===== src/rtl/core/fts_pkg.sv =====
// ----------------------------------------------------------------------------
// fts_pkg: shared types and constants of the footnote tag stripper
// Character codes recognized in the markup stream and the result beat type.
// ----------------------------------------------------------------------------
package fts_pkg;

    localparam int unsigned BYTE_W = 8;

    localparam logic [BYTE_W-1:0] CHAR_LT   = 8'h3C;  // '<'
    localparam logic [BYTE_W-1:0] CHAR_GT   = 8'h3E;  // '>'
    localparam logic [BYTE_W-1:0] CHAR_R    = 8'h52;  // 'R'
    localparam logic [BYTE_W-1:0] CHAR_F_UC = 8'h46;  // 'F'
    localparam logic [BYTE_W-1:0] CHAR_F_LC = 8'h66;  // 'f'
    localparam logic [BYTE_W-1:0] CHAR_NUL  = 8'h00;

    // one result beat
    typedef struct packed {
        logic [BYTE_W-1:0] data;
        logic              done;
        logic              last;
    } fts_beat_t;

endpackage


===== src/rtl/core/footnote_tag_stripper.sv =====
// ----------------------------------------------------------------------------
// footnote_tag_stripper: removes footnote sections from a markup byte stream
// Byte-serial filter with a tag buffer in RAM and a small replay sequencer.
// ----------------------------------------------------------------------------
// Usage: one text byte per request on the s_ side, one output byte per
// request on the m_ side. A '>' that closes a kept tag replays '<', the
// stored tag bytes and '>'; the tag bytes are read from the tag RAM's
// single read port one per cycle while the output is not stalled. A byte
// with s_tlast set is followed by a zero terminator beat. Input is
// held off while a replay or terminator is in progress and while the output
// register is full and not being taken. Tag bytes beyond TAG_CAPACITY are
// dropped. keep_footnotes (cfg_wr_en/cfg_wr_data) passes all bytes through;
// write it only while the block is idle.
module footnote_tag_stripper #(
    parameter int unsigned TAG_CAPACITY = 32
) (
    input  logic       aclk,
    input  logic       aresetn,
    // configuration
    input  logic       cfg_wr_en,
    input  logic       cfg_wr_data,   // keep_footnotes
    // input stream
    input  logic       s_tvalid,
    output logic       s_tready,
    input  logic [7:0] s_tdata,       // [7:0] text_byte
    input  logic       s_tlast,       // end_of_text
    // output stream
    output logic       m_tvalid,
    input  logic       m_tready,
    output logic [7:0] m_tdata,       // [7:0] out_byte
    output logic       m_tuser,       // text_done
    output logic       m_tlast        // last_of_run
);

    localparam int unsigned ADDR_W = (TAG_CAPACITY > 1) ? $clog2(TAG_CAPACITY) : 1;
    localparam int unsigned LEN_W  = $clog2(TAG_CAPACITY + 1);
    localparam int unsigned BW     = fts_pkg::BYTE_W;

    localparam logic [2:0] S_IDLE  = 3'd0;
    localparam logic [2:0] S_BODY  = 3'd1;
    localparam logic [2:0] S_CLOSE = 3'd2;
    localparam logic [2:0] S_TERM  = 3'd3;

    logic [2:0]        state_reg, state_next;
    logic              keep_reg;
    logic              in_tag_reg, in_tag_next;
    logic              hiding_reg, hiding_next;
    logic [LEN_W-1:0]  len_reg, len_next;
    logic [ADDR_W-1:0] idx_reg, idx_next;
    logic [BW-1:0]     first0_reg, first0_next;
    logic [BW-1:0]     first1_reg, first1_next;
    logic              eot_reg, eot_next;

    logic              out_valid_reg;
    fts_pkg::fts_beat_t out_beat_reg;
    fts_pkg::fts_beat_t beat;
    logic              ld_beat;
    logic              ld_ok;
    logic              fire;

    logic              ram_we;
    logic              ram_re;
    logic [ADDR_W-1:0] ram_raddr;
    logic [BW-1:0]     ram_rdata;
    logic [LEN_W-1:0]  idx_inc;

    assign ld_ok    = !out_valid_reg || m_tready;
    assign s_tready = (state_reg == S_IDLE) && ld_ok;
    assign fire     = s_tvalid && s_tready;
    assign idx_inc  = LEN_W'(idx_reg) + LEN_W'(1);

    fts_ram #(
        .WIDTH (BW),
        .DEPTH (TAG_CAPACITY)
    ) u_tag_ram (
        .clk     (aclk),
        .wr_en   (ram_we),
        .wr_addr (len_reg[ADDR_W-1:0]),
        .wr_data (s_tdata),
        .rd_en   (ram_re),
        .rd_addr (ram_raddr),
        .rd_data (ram_rdata)
    );

    always_comb begin
        state_next  = state_reg;
        in_tag_next = in_tag_reg;
        hiding_next = hiding_reg;
        len_next    = len_reg;
        idx_next    = idx_reg;
        first0_next = first0_reg;
        first1_next = first1_reg;
        eot_next    = eot_reg;
        ld_beat     = 1'b0;
        beat        = '{data: fts_pkg::CHAR_NUL, done: 1'b0, last: 1'b0};
        ram_we      = 1'b0;
        ram_re      = 1'b0;
        ram_raddr   = '0;

        case (state_reg)
            S_IDLE: begin
                if (fire) begin
                    eot_next   = s_tlast;
                    state_next = s_tlast ? S_TERM : S_IDLE;
                    if (keep_reg) begin
                        ld_beat = 1'b1;
                        beat    = '{data: s_tdata, done: 1'b0, last: !s_tlast};
                    end else if (s_tdata == fts_pkg::CHAR_LT) begin
                        in_tag_next = 1'b1;
                        len_next    = '0;
                    end else if (s_tdata == fts_pkg::CHAR_GT) begin
                        in_tag_next = 1'b0;
                        if (len_reg != '0 && first0_reg == fts_pkg::CHAR_R) begin
                            // footnote tag: only the second byte matters
                            if (len_reg >= LEN_W'(2)) begin
                                if (first1_reg == fts_pkg::CHAR_F_UC) begin
                                    hiding_next = 1'b1;
                                end else if (first1_reg == fts_pkg::CHAR_F_LC) begin
                                    hiding_next = 1'b0;
                                end
                            end
                        end else if (!hiding_reg) begin
                            ld_beat  = 1'b1;
                            beat     = '{data: fts_pkg::CHAR_LT, done: 1'b0, last: 1'b0};
                            idx_next = '0;
                            if (len_reg == '0) begin
                                state_next = S_CLOSE;
                            end else begin
                                ram_re     = 1'b1;
                                state_next = S_BODY;
                            end
                        end
                    end else if (in_tag_reg) begin
                        if (len_reg < LEN_W'(TAG_CAPACITY)) begin
                            ram_we = 1'b1;
                            if (len_reg == '0) begin
                                first0_next = s_tdata;
                            end
                            if (len_reg == LEN_W'(1)) begin
                                first1_next = s_tdata;
                            end
                            len_next = len_reg + LEN_W'(1);
                        end
                    end else if (!hiding_reg) begin
                        ld_beat = 1'b1;
                        beat    = '{data: s_tdata, done: 1'b0, last: !s_tlast};
                    end
                end
            end
            S_BODY: begin
                // read data holds while the output stalls
                if (ld_ok) begin
                    ld_beat = 1'b1;
                    beat    = '{data: ram_rdata, done: 1'b0, last: 1'b0};
                    if (idx_inc == len_reg) begin
                        state_next = S_CLOSE;
                    end else begin
                        ram_re    = 1'b1;
                        ram_raddr = idx_inc[ADDR_W-1:0];
                        idx_next  = idx_inc[ADDR_W-1:0];
                    end
                end
            end
            S_CLOSE: begin
                if (ld_ok) begin
                    ld_beat    = 1'b1;
                    beat       = '{data: fts_pkg::CHAR_GT, done: 1'b0, last: !eot_reg};
                    state_next = eot_reg ? S_TERM : S_IDLE;
                end
            end
            S_TERM: begin
                if (ld_ok) begin
                    ld_beat     = 1'b1;
                    beat        = '{data: fts_pkg::CHAR_NUL, done: 1'b1, last: 1'b1};
                    in_tag_next = 1'b0;
                    hiding_next = 1'b0;
                    len_next    = '0;
                    state_next  = S_IDLE;
                end
            end
            default: begin
                state_next = S_IDLE;
            end
        endcase
    end

    always_ff @(posedge aclk) begin
        if (!aresetn) begin
            state_reg     <= S_IDLE;
            keep_reg      <= 1'b0;
            in_tag_reg    <= 1'b0;
            hiding_reg    <= 1'b0;
            len_reg       <= '0;
            out_valid_reg <= 1'b0;
        end else begin
            state_reg  <= state_next;
            in_tag_reg <= in_tag_next;
            hiding_reg <= hiding_next;
            len_reg    <= len_next;
            if (cfg_wr_en) begin
                keep_reg <= cfg_wr_data;
            end
            if (ld_beat) begin
                out_valid_reg <= 1'b1;
            end else if (m_tready) begin
                out_valid_reg <= 1'b0;
            end
        end
    end

    always_ff @(posedge aclk) begin
        idx_reg    <= idx_next;
        first0_reg <= first0_next;
        first1_reg <= first1_next;
        eot_reg    <= eot_next;
        if (ld_beat) begin
            out_beat_reg <= beat;
        end
    end

    assign m_tvalid = out_valid_reg;
    assign m_tdata  = out_beat_reg.data;
    assign m_tuser  = out_beat_reg.done;
    assign m_tlast  = out_beat_reg.last;

`ifndef NO_ASSERTIONS
    // terminator always ends the run
    a_done_is_last: assert property (@(posedge aclk) disable iff (!aresetn)
        m_tvalid |-> (!m_tuser || m_tlast))
        else $error("terminator without last_of_run");

    // end of text always leads to a terminator, so input is held off next cycle
    a_eot_blocks: assert property (@(posedge aclk) disable iff (!aresetn)
        (fire && s_tlast) |=> !s_tready)
        else $error("input accepted before terminator");

    // tag length never exceeds the buffer
    a_len_bound: assert property (@(posedge aclk) disable iff (!aresetn)
        len_reg <= LEN_W'(TAG_CAPACITY))
        else $error("tag length overflow");

    // replay index stays inside the stored tag
    a_idx_bound: assert property (@(posedge aclk) disable iff (!aresetn)
        (state_reg == S_BODY) |-> (LEN_W'(idx_reg) < len_reg))
        else $error("replay index beyond tag length");
`endif

endmodule


===== src/rtl/core/fts_ram.sv =====
// ----------------------------------------------------------------------------
// fts_ram: generic single-write, single-read RAM
// One write port and one read port with registered, enabled read data.
// ----------------------------------------------------------------------------
module fts_ram #(
    parameter int unsigned WIDTH = 8,
    parameter int unsigned DEPTH = 32
) (
    input  logic                                      clk,
    input  logic                                      wr_en,
    input  logic [((DEPTH > 1) ? $clog2(DEPTH) : 1)-1:0] wr_addr,
    input  logic [WIDTH-1:0]                          wr_data,
    input  logic                                      rd_en,
    input  logic [((DEPTH > 1) ? $clog2(DEPTH) : 1)-1:0] rd_addr,
    output logic [WIDTH-1:0]                          rd_data
);

    logic [WIDTH-1:0] mem [DEPTH];
    logic [WIDTH-1:0] rd_data_reg;

    always_ff @(posedge clk) begin
        if (wr_en) begin
            mem[wr_addr] <= wr_data;
        end
        if (rd_en) begin
            rd_data_reg <= mem[rd_addr];
        end
    end

    assign rd_data = rd_data_reg;

endmodule


===== config.mk =====
export PLATFORM = sky130hd
export DESIGN_NAME = footnote_tag_stripper
export DESIGN_NICKNAME = d
export VERILOG_FILES = /design/src/rtl/core/fts_pkg.sv /design/src/rtl/core/footnote_tag_stripper.sv /design/src/rtl/core/fts_ram.sv
export SDC_FILE = /design/constraint.sdc
export NUM_CORES = 1
export LEC_CHECK = 0
export BUFFER_PORTS_ARGS = -buffer_cell sky130_fd_sc_hd__buf_2
export CORE_MARGIN = 1.5
export CORE_UTILIZATION = 30
export DETAILED_ROUTE_END_ITERATION = 10
export MAX_ROUTING_LAYER = met4
export PLACE_DENSITY_LB_ADDON = 0.05
export REMOVE_ABC_BUFFERS = 1
export SETUP_SLACK_MARGIN = 0.02
export SLEW_MARGIN = 15
export SYNTH_ARGS = -nofsm -noshare
export SYNTH_HDL_FRONTEND = slang
export SYNTH_SLANG_ARGS = --single-unit

===== constraint.sdc =====
create_clock -name aclk -period 2.9 [get_ports aclk]
set_input_delay 0.435 -clock aclk [delete_from_list [all_inputs] [get_ports aclk]]
set_output_delay 0.435 -clock aclk [all_outputs]
set_load 0.005 [all_outputs]

# Yosys cells after proc, flatten, opt, wreduce, memory -nomap -nowiden
# Memory sizes are Yosys's and may differ from the RTL's. A register that Yosys moved wholly into a read port is not among the register bits.
# Cells that the tools add are included.
# Widths: inputs -> output; s select.
[word_totals] inputBits=15 output_inout_bits=12 mem_count=1 latchBits=0 mem_bits_rw=256 register_bits=45 word_cells=162 romBits=0
[classes] order_cmp=2 addsub=2 div_mod_pow=0 bitwise=3 n_mul=0 eq_ne=28 n_shift=0 n_reduce_logical=22 mux=91
[memory_table] name="u_tag_ram.mem" words=32 word_bits=8 rd=1 rd_clocked_by_memory_dff=1 write_ports=1 line_no="fts_ram.sv:18" rtl="logic [WIDTH-1:0] mem [DEPTH];"
[op_table] cell="$mux 10" n=7
[op_table] cell="$mux 5" n=11
[op_table] cell="$mux 6" n=7
[op_table] cell="$mux 1" n=41
[op_table] cell="$pmux 10 s4" n=1
[op_table] cell="$eq 8x7->1 const B" n=3
[op_table] cell="$mux 8" n=3
[op_table] cell="$ne 2x2->1 const B" n=10
[op_table] cell="$mux 2" n=9
[op_table] cell="$reduce_and 9->1" n=2
[op_table] cell="$eq 8x6->1 const B" n=2
[op_table] cell="$reduce_and 8->1" n=2
[op_table] cell="$mux 3" n=5
[op_table] cell="$pmux 3 s4" n=1
[op_table] cell="$pmux 6 s2" n=1
[op_table] cell="$pmux 5 s2" n=1
[op_table] cell="$reduce_and 5->1" n=2
[op_table] cell="$ne 3x1->1 const B" n=3
[op_table] cell="$pmux 1 s2" n=4
[op_table] cell="$reduce_and 7->1" n=1
[op_table] cell="$add 5x1->6 const B" n=1
[op_table] cell="$add 6x1->6 const B" n=1
[op_table] cell="$eq 3x2->1 const B" n=2
[op_table] cell="$eq 6x1->1 const B" n=1
[op_table] cell="17 further kinds" n=27

# Depth between registers and ports, before layout
[depth] ltp_word=10 mapped_depth=11 mapped_depth_nobuf=9

# Hierarchy
# From an unflattened synthesis, not the netlist that was laid out.
[hier_totals] hier_cells=645 area_unflattened_um2=12555.8
[by_module_without_submodules] module="fts_ram" area_each_um2=10133.5 cells_per_inst=417 seq_area_each_um2=7927.6 n_inst=1
[by_module_without_submodules] module="footnote_tag_stripper" area_each_um2=2422.3 cells_per_inst=228 seq_area_each_um2=1201.2 n_inst=1

# Least setup slack after synthesis
# No wires, ideal clock.
[synth_path] kind="reg2reg" start="register len_reg[4]" end="register u_tag_ram.rd_data_reg[0] (netlist: u_tag_ram.rd_data[0]) (read register of u_tag_ram.mem) (enable)" required_time_ps=2526 slack_ps=34 path_stages_with_launch=8 t_arrival_ps=2493 path_cell_list="dfxtp_1 buf_2 or3_1 clkbuf_1 o311a_1 or3_1 or3_1 o21ai_1"
[synth_via] elab_chain_cells=9 word_cells_on_any_way=17 classes_between="eq/ne: 1; mux: 13; reduce/logical: 3"
[synth_lines] item="start, declared" line_no="footnote_tag_stripper.sv:48" rtl="logic [LEN_W-1:0] len_reg, len_next;"
[synth_lines] item="start signal, assigned" line_no="footnote_tag_stripper.sv:199" rtl="len_reg <= len_next;"
[synth_lines] item="$logic_not 6->1" line_no="footnote_tag_stripper.sv:126" rtl="if (len_reg == '0) begin"
[synth_lines] item="$mux 1" line_no="footnote_tag_stripper.sv:126"
[synth_lines] item="$mux 1" line_no="footnote_tag_stripper.sv:122" rtl="end else if (!hiding_reg) begin"
[synth_lines] item="$mux 1" line_no="footnote_tag_stripper.sv:113" rtl="if (len_reg != '0 && first0_reg == fts_pkg::CHAR_R) begin"
[synth_lines] item="$mux 1" line_no="footnote_tag_stripper.sv:111" rtl="end else if (s_tdata == fts_pkg::CHAR_GT) begin"
[synth_lines] item="$mux 1" line_no="footnote_tag_stripper.sv:108" rtl="end else if (s_tdata == fts_pkg::CHAR_LT) begin"
[synth_lines] item="$mux 1" line_no="footnote_tag_stripper.sv:105" rtl="if (keep_reg) begin"
[synth_lines] item="$mux 1" line_no="footnote_tag_stripper.sv:102" rtl="if (fire) begin"
[synth_lines] item="$pmux 1 s2 *" line_no="footnote_tag_stripper.sv:100" rtl="case (state_reg)"
[synth_lines] item="via ram_re" line_no="footnote_tag_stripper.sv:62" rtl="logic ram_re;"
[synth_lines] item="end, declared" line_no="fts_ram.sv:19" rtl="logic [WIDTH-1:0] rd_data_reg;"
# Mark *: on every way through the listed nets, which the timed path passes. The rest lies on a longest branch.
# A chain may end at the register's enable or synchronous reset.

# Worst setup path in the final report
[layout_path] start="register idx_reg[1]" end="register u_tag_ram.rd_data_reg[7] (netlist: u_tag_ram.rd_data[7]) (read register of u_tag_ram.mem) (data pin)"
[layout_via] elab_chain_cells=5 word_cells_on_any_way=8 classes_between="add/sub: 1; eq/ne: 1; mux: 6"
[layout_lines] item="start, declared" line_no="footnote_tag_stripper.sv:49" rtl="logic [ADDR_W-1:0] idx_reg, idx_next;"
[layout_lines] item="start signal, assigned" line_no="footnote_tag_stripper.sv:212" rtl="idx_reg <= idx_next;"
[layout_lines] item="$add 5x1->6 *" line_no="footnote_tag_stripper.sv:70" rtl="assign idx_inc = LEN_W'(idx_reg) + LEN_W'(1);"
[layout_lines] item="via idx_inc[1]" line_no="footnote_tag_stripper.sv:65" rtl="logic [LEN_W-1:0] idx_inc;"
[layout_lines] item="$eq 6x6->1" line_no="footnote_tag_stripper.sv:155" rtl="if (idx_inc == len_reg) begin"
[layout_lines] item="$mux 1 or $mux 5 (tied branches)" line_no="footnote_tag_stripper.sv:155"
[layout_lines] item="$mux 1 or $mux 5 (tied branches)" line_no="footnote_tag_stripper.sv:152" rtl="if (ld_ok) begin"
[layout_lines] item="$pmux 1 s2 or $mux 5 (tied branches)" line_no="footnote_tag_stripper.sv:100"
# Marked as above.

==> metrics.md <==
| Metric | Value |
|---|---|
| Clk buf depth | `3` |
| Hold EP | `eot_reg` |
| Final Cycle Share | `100%` |
| Internal power | `9.33 mW` |
| Critical R2R Capture | `u_tag_ram.rd_data[7]` |
| Violated checks | `setup timing` |
| R2R Path Start | `idx_reg[1]` |
| Worst hold path type | `in2reg` |
| Slew Limit Fails | `0` |
| Clock Pin Slew Worst Setup and Hold Paths | `0.06 ns` |
| XOR/XNOR share of the synthesized area | `about 1.4%` |
| Fmax | `~0.34 GHz` |
| Vias per Instance | `approximately 5.3` |
| Fin worst setup slack | `-0.000600 ns` |
| Max Cap Viol | `0` |
| Place WS | `-0.345 ns` |
| Rows | `between 70 and 80` |
| Pin count of the biggest net entering global routing | `42` |
| CTS root buf | `clkbuf_16` |
| Worst vdd ir | `roughly 330 uV` |
| Setup_tns | `-0.000600 ns` |
| Sequential cell area | `a little over 9000 sq um` |
| Share of the synthesized area in the top cell type | `69.0%` |
| Worst hold path depth | `1` |
| Req. time, crit path | `3.18 ns` |
| Slew Limit Headroom | `around three fifths` |
| Vias in the first global route | `between 8000 and 9000` |
| Post-DP Area | `14900 sq um` |
| Worst setup EP type | `flop` |
| R2R cell count | `8` |
| Drt wl/cell | `about 26 um` |
| Hold slack | `0.113 ns` |
| Largest register FFs | `around 260` |
| Initial antenna violation count | `1` |
| Placed wire-length estimate | `29100 um` |
| Number of flops mapped to enable cells by yosys | `296` |
| H-tree depth | `2` |
| DP Cell Count | `between 1500 and 2000` |
| GPL Wtd Cong | `approximately 0.82` |
| Synth area leader | `edfxtp_1` |
| Top cells by area, synth | `edfxtp_1 69%, nor2_1 2.8%, o221ai_1 2.3%, a21oi_1 1.9%, dfxtp_1 1.9%` |
| Worst EP arrival | `around 3.2 ns` |
| Total power | `roughly 14 mW` |
| Layout Nets | `between 1000 and 1500` |
| DR vias | `8832` |
| Clock buffer count from CTS | `36` |
| Synth Register Bits | `slightly above 300` |
| Hold Violations, Final | `0` |
| Multi-input gate area | `between 3000 and 4000 sq um` |
| Library cells used by synthesis | `70` |
| Post-Synth Simple-Gate Area | `around 8.4%` |
| Seq pwr share | `a little under two fifths` |
| Util after Layout | `39.3%` |
| Die height | `~210 um` |
| Skew final | `0.0206 ns` |
| Most frequent cells after synthesis | `296 x edfxtp_1, 96 x nor2_1, 63 x nand2_1` |
| Worst skew pair latency | `0.56 ns` |
| Post-Syn Area | `12900 sq um` |
| Antenna viol nets, final | `0` |
| Starting DRT DRC Count | `around 650` |
| Ys flop type | `edfxtp_1` |
| Starting density of the core | `between 30% and 40%` |
| # diodes | `0` |
| Fill cell count | `between 3000 and 4000` |
| Compound-Gate Fraction of Synth Area | `approximately 14%` |
| Final cell count without fillers | `between 1500 and 2000` |
| CTS tree | `done` |
| Share of layout cells above drive strength 1 | `28.7%` |
| Drt pass-1 iters | `8` |
| Asr flop ratio synth | `0%` |
| Synthesized area per cell | `roughly 14 sq um` |
| Mapped Cells | `~910` |
| PortBufs | `26` |
| Biggest register | `u_tag_ram.mem` |
| Syn. warnings | `0` |
| Final count of negative-setup-slack endpoints | `1` |
| P_leak | `around 5.7 nW` |
| Worst-path fanout max | `8` |
| GRT Util Overall | `just over 20%` |
| Routed WL | `around 43000 um` |
| Worst setup SP type | `flop` |
| Combinational share of power | `between 30% and 40%` |
| Register area share after synthesis | `between 70% and 80%` |
| First-pass GRT wire length | `62100 um` |
| # IOs | `27` |
| Min Tclk post-route | `~2.9 ns` |
| Power density cells | `around 830 nW/um^2` |
| GR Overflow Total | `0` |
| WS Path Type | `reg2reg` |
| Worst slew pin tran | `0.616 ns` |
| CTS Sinks | `308` |
| Switching power | `4.49 mW` |
| Largest family of logic cells by synthesized area | `compound AO/OA/AOI/OAI gates` |
| Clk network pwr share | `between 30% and 40%` |
| Finished Cell Area | `between 15000 and 20000 sq um` |
| Core Region | `approximately 42000 sq um` |
| RSZ-0062 raised after global routing | `true` |
| Adder-cell share of the synthesized area | `0.874%` |
| Die X-Extent | `~210 um` |
| Die area | `between 40000 and 50000 sq um` |
| Min-delay src | `s_tlast` |
| DRC viols | `0` |
| Switching Share | `between 30 and 40%` |
| Layout area overhead | `28.5%` |
| Post-synthesis mux area share | `between 1 and 1.5%` |
| Flop2flop setup slack | `-0.0006 ns` |
| Most common cell in the synthesized netlist | `edfxtp_1` |
| Status | `complete, but fails checks` |
==> per-layer routing <==
layer  routed length, um  GRT usage, %  share of wire (%)  up-vias
met3                2100          2.85                4.9       66
met1               19700          27.4                 46     4440
met2               19900          31.6                 47      276
li1                    -             -                  -     4050
met4                1060          6.43                2.5        0
met5                   0             -                  0        -
==> placed cells by master, fill, tap and decap left out, types with 21 or more instances in the layout <==
| cell type | count |
|---|---|
| a21oi_1 | 47 |
| buf_2 | 26 |
| buf_4 | 164 |
| clkbuf_16 | 36 |
| edfxtp_1 | 296 |
| nand2_1 | 62 |
| nor2_1 | 95 |
| nor3_1 | 21 |
| o221ai_1 | 34 |
| o22ai_1 | 23 |
==> worst max-delay path: stages (launching register included) <==
cell	delay [ns]
edfxtp_1	0.43
ha_4	0.31
xnor2_2	0.11
nand2_2	0.09
or4_4	0.65
o21ai_1	0.39
o22ai_2	0.13
a22o_1	0.27
nand4bb_4	0.24
==> timing repair <==
item,4_1_cts,5_1_grt
endpoints found under the setup margin,8,8
hold buffers,0,0
resized for setup,31,34
buffers inserted,13,3
cloned,0,0
pin swaps,5,16
==> layout make-up <==
type | instances | area share, %
Clock inverter | 16 | 0.733
Multi-Input combinational cell | 531 | 23.2
Timing Repair Buffer | 213 | 10.6
Sequential cell | 308 | 55.1
Clock buffer | 47 | 5.81
Tap cell | 539 | 4.07
Inverter | 19 | 0.431
==> logic make-up after synthesis <==
family          count (synthesis)
simple gates                  235
buf+inv                        75
xor+xnor                       19
compound gates                249
fa+ha+maj                       9
mux                            19
flops                         308
==> how the worst max path moves through the flow <==
stage / start / endpoint / slack [ns] / cells after the start
finish: idx_reg[1] / u_tag_ram.rd_data[7] / -0.0006 / 8
global route: idx_reg[0] / u_tag_ram.rd_data[7] / -0.1 / 11
CTS: idx_reg[1] / u_tag_ram.rd_data[0] / -0.005 / 11
detailed placement: idx_reg[1] / u_tag_ram.rd_data[1] / -0.34 / 10
global placement: idx_reg[1] / u_tag_ram.rd_data[1] / -0.38 / 10
floorplan: idx_reg[0] / u_tag_ram.rd_data[6] / -2.85 / 7
==> power groups by stage <==
| stage | clock (mW) | combinational (mW) | sequential, mW |
|---|---|---|---|
| floorplan | 0 | 1.74 | 5.44 |
| global placement | 0 | 3.86 | 5.34 |
| detailed placement | 0 | 3.85 | 5.34 |
| CTS | 4.37 | 4.14 | 5.24 |
| global route | 4.54 | 4.66 | 5.26 |
| finish | 4.24 | 4.34 | 5.24 |
(Power assumes the default switching activity.)
